$ cat config.mk
export PLATFORM = sky130hd
export DESIGN_NAME = sha_ctrl
export DESIGN_NICKNAME = d
export VERILOG_FILES = /design/src/rtl/sha_pkg.sv /design/src/rtl/sha_ctrl.sv
export SDC_FILE = /design/constraint.sdc
export NUM_CORES = 1
export LEC_CHECK = 0
export BUFFER_PORTS_ARGS = -buffer_cell sky130_fd_sc_hd__buf_4
export CAP_MARGIN = 10
export CORE_AREA = 3 3 40 42
export CTS_CLUSTER_SIZE = 28
export DETAILED_ROUTE_END_ITERATION = 7
export DIE_AREA = 0 0 43 45
export GPL_ROUTABILITY_DRIVEN = 0
export PLACE_DENSITY = 0.69
export SLEW_MARGIN = 20
export SYNTH_ARGS = -nofsm -noshare
export SYNTH_HDL_FRONTEND = slang
export SYNTH_SLANG_ARGS = --single-unit
$ cat constraint.sdc
create_clock -name clk -period 1.55 [get_ports clk]
set_input_delay 0.31 -clock clk [delete_from_list [all_inputs] [get_ports clk]]
set_output_delay 0.31 -clock clk [all_outputs]
set_load 0.005 [all_outputs]
$ cat src/rtl/sha_pkg.sv
// SHA-256 package: shared types, constants and round functions.
// Used by the controller, the datapath and the top level.
package sha_pkg;

    typedef struct packed {
        logic load_byte;
        logic pad_byte;
        logic clear_rest;
        logic zero_block;
        logic put_length;
        logic start_comp;
        logic round_step;
        logic finish_comp;
        logic reset_hash;
        logic out_load;
    } sha_cmd_t;

    typedef struct packed {
        logic [5:0] pos;
        logic [5:0] round_idx;
    } sha_stat_t;

    localparam logic [31:0] IV [8] = '{
        32'h6a09e667, 32'hbb67ae85, 32'h3c6ef372, 32'ha54ff53a,
        32'h510e527f, 32'h9b05688c, 32'h1f83d9ab, 32'h5be0cd19};

    localparam logic [31:0] K [64] = '{
        32'h428a2f98, 32'h71374491, 32'hb5c0fbcf, 32'he9b5dba5,
        32'h3956c25b, 32'h59f111f1, 32'h923f82a4, 32'hab1c5ed5,
        32'hd807aa98, 32'h12835b01, 32'h243185be, 32'h550c7dc3,
        32'h72be5d74, 32'h80deb1fe, 32'h9bdc06a7, 32'hc19bf174,
        32'he49b69c1, 32'hefbe4786, 32'h0fc19dc6, 32'h240ca1cc,
        32'h2de92c6f, 32'h4a7484aa, 32'h5cb0a9dc, 32'h76f988da,
        32'h983e5152, 32'ha831c66d, 32'hb00327c8, 32'hbf597fc7,
        32'hc6e00bf3, 32'hd5a79147, 32'h06ca6351, 32'h14292967,
        32'h27b70a85, 32'h2e1b2138, 32'h4d2c6dfc, 32'h53380d13,
        32'h650a7354, 32'h766a0abb, 32'h81c2c92e, 32'h92722c85,
        32'ha2bfe8a1, 32'ha81a664b, 32'hc24b8b70, 32'hc76c51a3,
        32'hd192e819, 32'hd6990624, 32'hf40e3585, 32'h106aa070,
        32'h19a4c116, 32'h1e376c08, 32'h2748774c, 32'h34b0bcb5,
        32'h391c0cb3, 32'h4ed8aa4a, 32'h5b9cca4f, 32'h682e6ff3,
        32'h748f82ee, 32'h78a5636f, 32'h84c87814, 32'h8cc70208,
        32'h90befffa, 32'ha4506ceb, 32'hbef9a3f7, 32'hc67178f2};

    localparam logic [7:0] PAD_BYTE = 8'h80;

    function automatic logic [31:0] rotr(input logic [31:0] x, input int n);
        rotr = (x >> n) | (x << (32 - n));
    endfunction

endpackage

$ cat src/rtl/sha_ctrl.sv
// SHA-256 controller: sequences byte load, padding, rounds and digest output.
// Depends on sha_pkg; drives sha_datapath.
module sha_ctrl (
    input  logic               clk,
    input  logic               rst_n,
    input  logic               in_fire,
    input  logic               byte_present,
    input  logic               last_of_message,
    input  sha_pkg::sha_stat_t stat,
    input  logic               out_free,
    output logic               in_ready,
    output logic               out_start,
    output sha_pkg::sha_cmd_t  cmd
);
    import sha_pkg::*;

    localparam logic [2:0] S_IDLE  = 3'd0;
    localparam logic [2:0] S_PAD   = 3'd1;
    localparam logic [2:0] S_ROUND = 3'd2;
    localparam logic [2:0] S_FIN   = 3'd3;
    localparam logic [2:0] S_LEN   = 3'd4;
    localparam logic [2:0] S_EMIT  = 3'd5;

    logic [2:0] state_reg, state_next;
    logic       fin_reg, fin_next;
    logic       two_reg, two_next;
    // A data block completes with count at 0 mod 64 too, so track the length block.
    logic       len_reg, len_next;

    assign in_ready = (state_reg == S_IDLE);

    always_comb
    begin
        cmd = '0;
        out_start = 1'b0;
        state_next = state_reg;
        fin_next = fin_reg;
        two_next = two_reg;
        len_next = len_reg;
        case (state_reg)
            S_IDLE:
            begin
                if (in_fire)
                begin
                    fin_next = last_of_message;
                    if (byte_present)
                    begin
                        cmd.load_byte = 1'b1;
                        if (stat.pos == 6'd63)
                        begin
                            cmd.start_comp = 1'b1;
                            state_next = S_ROUND;
                            two_next = 1'b0;
                        end
                        else if (last_of_message)
                            state_next = S_PAD;
                    end
                    else if (last_of_message)
                        state_next = S_PAD;
                end
            end
            S_PAD:
            begin
                cmd.pad_byte = 1'b1;
                cmd.clear_rest = 1'b1;
                if (stat.pos >= 6'd56)
                begin
                    two_next = 1'b1;
                    cmd.start_comp = 1'b1;
                    state_next = S_ROUND;
                end
                else
                    state_next = S_LEN;
            end
            S_LEN:
            begin
                cmd.put_length = 1'b1;
                cmd.start_comp = 1'b1;
                two_next = 1'b0;
                fin_next = 1'b0;
                len_next = 1'b1;
                state_next = S_ROUND;
            end
            S_ROUND:
            begin
                cmd.round_step = 1'b1;
                if (stat.round_idx == 6'd63)
                    state_next = S_FIN;
            end
            S_FIN:
            begin
                cmd.finish_comp = 1'b1;
                len_next = 1'b0;
                if (two_reg)
                begin
                    cmd.zero_block = 1'b1;
                    state_next = S_LEN;
                end
                else if (fin_reg)
                    state_next = S_PAD;
                else if (len_reg)
                    state_next = S_EMIT;
                else
                    state_next = S_IDLE;
            end
            S_EMIT:
            begin
                if (out_free)
                begin
                    cmd.out_load = 1'b1;
                    cmd.reset_hash = 1'b1;
                    out_start = 1'b1;
                    state_next = S_IDLE;
                end
            end
            default:
            begin
                state_next = S_IDLE;
            end
        endcase
    end

    always_ff @(posedge clk or negedge rst_n)
    begin
        if (!rst_n)
        begin
            state_reg <= S_IDLE;
            fin_reg <= 1'b0;
            two_reg <= 1'b0;
            len_reg <= 1'b0;
        end
        else
        begin
            len_reg <= len_next;
            fin_reg <= fin_next;
            two_reg <= two_next;
            state_reg <= state_next;
        end
    end

`ifndef NO_ASSERTIONS
    a_round_ends: assert property (@(posedge clk) disable iff (!rst_n)
        (state_reg == S_ROUND && stat.round_idx == 6'd63) |=> (state_reg == S_FIN))
        else $error("round sequence did not end at round 63");
    a_fin_round0: assert property (@(posedge clk) disable iff (!rst_n)
        (state_reg == S_FIN) |-> (stat.round_idx == 6'd0))
        else $error("round index not wrapped at finish");
    a_ready_idle: assert property (@(posedge clk) disable iff (!rst_n)
        in_ready |-> (state_reg == S_IDLE))
        else $error("ready outside idle");
`endif
endmodule

* Word level (Yosys, flattened, before mapping)
Index checks and enable logic that the tools add are counted.
Word-level totals: output and inout port bits 12, flip-flop bits (word level) 6, word-level logic and storage cells 62, bits of input ports 18
Cells by class: $lt $le $gt $ge 1, reductions and logical operators 7, multiplexer cells 37, eq/ne operators 13
Operators by type and width (count):
- two-way mux 3 bit | 10
- two-way mux 1 bit | 19
- case mux 3 bit (6 select lines) | 1
- == test 6 bit (second input constant) | 2
- != test 2 bit (second input constant) | 5
- == test 3 x 2 -> 1 bit (second input constant) | 2
- == test 3 bit (second input constant) | 2
- >= comparator 6 bit (second input constant) | 1
- two-way mux 2 bit | 3
- case mux 1 bit (3 select lines) | 2
- AND reduction 5 bit | 1
- case mux 1 bit (2 select lines) | 2
- nonzero test 2 bit | 2
- == test 3 x 1 -> 1 bit (second input constant) | 1
- logical NOT 3 bit | 1
- AND reduction 3 bit | 1
- nonzero test 3 bit | 1
- != test 2 x 1 -> 1 bit (second input constant) | 1
- AND reduction 2 bit | 1

* Longest topological paths before layout
depth after elaboration 5, gate-level depth with buffers 4, depth with buffers taken out 3

* Least setup slack after synthesis
No wires, ideal clock.
path kind register to output, start point register state_reg[0], end point output port cmd[0] in the netlist's numbering, setup slack 0.113 ns, arrival time 1.127 ns, cell stages (with the launch flop) 5, path buffers 2, data required time 1.240 ns, path through dfrtp_1 > buf_2 > nand2_1 > nor3b_1 > buf_4
RTL lines:
- start: declaration | line sha_ctrl.sv:24 | logic [2:0] state_reg, state_next;
- start signal: assignment | line sha_ctrl.sv:137 | state_reg <= state_next;
- end: declaration | line sha_ctrl.sv:13 | output sha_pkg::sha_cmd_t cmd

==> summary.md <==
| Metric | Value |
|---|---|
| Initial drt markers | 12 |
| Hold wc startpoint | last_of_message |
| Flop pwr share | 0.263 |
| Mapped cell area | 470 um2 |
| Diode count | 0 |
| Max stage delay on crit path | 490 ps |
| Hold slack | 300 ps |
| Leakage Power | 0.000435 uW |
| Pin count of the biggest net entering global routing | 11 |
| FP Rows | 13 |
| Vias in the first global route | 561 |
| Chip Width | 43 um |
| Peak fanout along the critical path | 8 |
| Die Area | 1940 um2 |
| Clock buffer depth | 2 |
| RSZ-0062 raised after global routing | yes |
| Max reg flops | 3 |
| Reg2Reg Depth | 4 |
| Final Cycle Share | 1.01 |
| Top sig layer | met3 |
| First-pass GRT wire length | 2260 um |
| Initial antenna violation count | 0 |
| Post-detailed-route wirelength per cell | 14.3 um |
| IO Count | 30 |
| Max Cap Viol | 0 |
| DRC Markers | 0 |
| Hold Crit Depth | 3 |
| VDD IR max | 853 uV |
| Reg2reg setup slack | 20 ps |
| Fmax | 636 MHz |
| Final core utilization | 0.665 |
| Arrival time at the worst endpoint | 1260 ps |
| Avg Vias per Cell | 5.41 |
| Crit-path leading delay family | flip-flops |
| Share of post-route cells with drive strength above 1 | 0.592 |
| Synth top area cells | dfrtp_1 32%, buf_4 8.0%, nor3b_1 6.4% |
| Final-layout fill cell count | 112 |
| CTS tree | done |
| Comb power frac | 0.624 |
| Die H | 45 um |
| Sequential share of the synthesized area | 0.319 |
| Seq. cell area | 154 um2 |
| CP bufs+invs | 1 |
| Worst path slowest cell | dfrtp_2 |
| Gr usage total | 0.156 |
| Critical path class | reg -> out |
| Syn_nets | 77 |
| Failing checks | negative setup slack |
| Yosys top cell by area | dfrtp_1 |
| Total global routing overflow | 0 |
| Port Buffers | 29 |
| Initial core utilization | 0.366 |
| PwrDens | 1530 nW/um2 |
| Clock Tree Root | clkbuf_4 |
| Latest clock arrival within the worst-skew pair | 250 ps |
| Run status | finished, violations left |
| Mean Syn Cell Area | 7.97 um2 |
| Worst setup EP type | output pin |
| Slew HR | 0.838 |
| Int Power | 800 uW |
| Syn-to-layout area delta | 81.6% |
| Met2 WL post-DR | 842 um |
| Synth cell types | 25 |
| Wire length on met1 | 663 um |
| Switching share of power | 0.389 |
| CP Launch Type | flop |
| Worst Hold End | fin_reg |
| Slew @ Worst Pin | 242 ps |
| HP Class | in -> reg |
| Share of the synthesized area in the top cell type | 0.319 |
| Final setup vio count | 4 |
| Clk pin slew, worst setup/hold paths | 50 ps |
| Multi-input combinational cell area | 322 um2 |
| Net Switching | 509 uW |
| Core area | 1280 um2 |
| Most frequent cells in the layout | 40 x buf_4, 5 x nand2_1, 4 x nor2_1, 4 x nand3_1 |
| Commonest non-fill, non-tap cell in the layout | buf_4 |
| Critical path, cell by cell | nor2_2 -> a21boi_2 -> nor3_2 -> buf_4 |
| Vias | 611 |
| Worst setup margin | -23.0 ps |
| Clock skew | 9.61 ps |
| Htree depth | 1 |
| #FFs+latches synth | 6 |
| DP HPWL | 1030 um |
| Routed wl met3 | 111 um |
| Yosys warns | 0 |
| Slew Limit Fails | 0 |
| Post-synthesis cell count | 59 |
| Beginning of the worst register-to-register path | state_reg[2] |
| Reg2reg end | state_reg[0] |
| Final WL | 1620 um |
| Pre-antenna DRT Iters | 4 |
| Hold Vio Cnt, Final | 0 |
| Power share of the clock group | 0.114 |
| Number of nets with antenna violations after routing | 0 |
| # clock sinks | 6 |
| CTS Buf Count | 3 |
| Net total in the final layout | 118 |
| Worst endpoint required time | 1240 ps |
| Crit path time final | 1570 ps |
-- how the worst max path moves through the flow --
stage / startpoint / to / slack [ps] / depth (start not counted)
finish: state_reg[2] / cmd[4] / -20 / 4
global route: state_reg[2] / cmd[4] / -90 / 4
CTS: state_reg[0] / cmd[9] / -10 / 3
detailed placement: state_reg[0] / cmd[1] / 30 / 3
global placement: state_reg[0] / out_start / 100 / 3
floorplan: state_reg[0] / cmd[0] / 110 / 4
-- kinds of logic after synthesis --
group / Yosys count / synth area share
AO/OA/AOI/OAI: 12 / 0.189
AND/OR/NAND/NOR: 31 / 0.367
buffers and inverters: 10 / 0.125
flip-flops: 6 / 0.319
-- synthesized netlist by cell type --
cell,number
o32a_1,1
and4_1,1
o21ai_0,2
nand4_1,2
buf_2,2
o311a_1,1
nor3_1,3
and4b_1,1
buf_4,5
dfrtp_1,6
nor3b_1,4
nor2_1,5
a21boi_0,1
or4b_1,1
a21oi_1,2
a21o_1,1
and3_1,2
nor2b_1,1
inv_1,3
nand2b_1,1
nand3_1,4
a311o_1,2
o22ai_1,1
o31ai_1,1
nand2_1,6
-- stage by stage --
stage / instances / power (uW) / TNS (ps) / area, um2 / worst slack [ps]
final: 113 / 1310 / -66.3 / 855 / -23.0
after global routing: 113 / 1400 / -550 / 855 / -90.1
after CTS: 110 / 1150 / -14.8 / 791 / -14.8
after detailed placement: 100 / 885 / 0 / 689 / 33.1
after global placement: 100 / 882 / 0 / 689 / 95.9
after floorplan: 59 / 647 / 0 / 470 / 113
-- worst register-to-register path, delay by kind of cell, from the launching register on --
family | cells | cell delay [ps]
simple gates | 1 | 500
flops | 1 | 490
buf+inv | 1 | 170
compound gates | 2 | 300
-- what timing repair did --
item | CTS | global route
endpoints found under the setup margin | 12 | 10
setup buffers | 6 | 3
gates resized for setup | 8 | 11
hold buffers | 1 | 0
hold endpoints to repair | 6 | 0
pin swaps | 0 | 5
-- routing by layer --
metal	vias to the layer above	GRT usage
met1	285	0.183
met2	32	0.281
met4	0	0.0301
met5	-	0
li1	294	-
met3	0	0.0518
-- final cells by class --
cell class / count / share of cell area
sequential: 6 / 0.180
inverter: 3 / 0.0132
multi-input combinational: 43 / 0.376
tap: 15 / 0.0220
clock buffer: 3 / 0.0264
timing repair buffer: 43 / 0.382
-- power by group through the flow --
stage	clock network [uW]	logic [uW]	registers [uW]
3_3_place_gp	0	544	338
4_1_cts	152	673	330
3_5_place_dp	0	548	338
2_1_floorplan	0	381	266
5_1_grt	159	880	356
6_report	149	816	343
(Power assumes the default switching activity.)
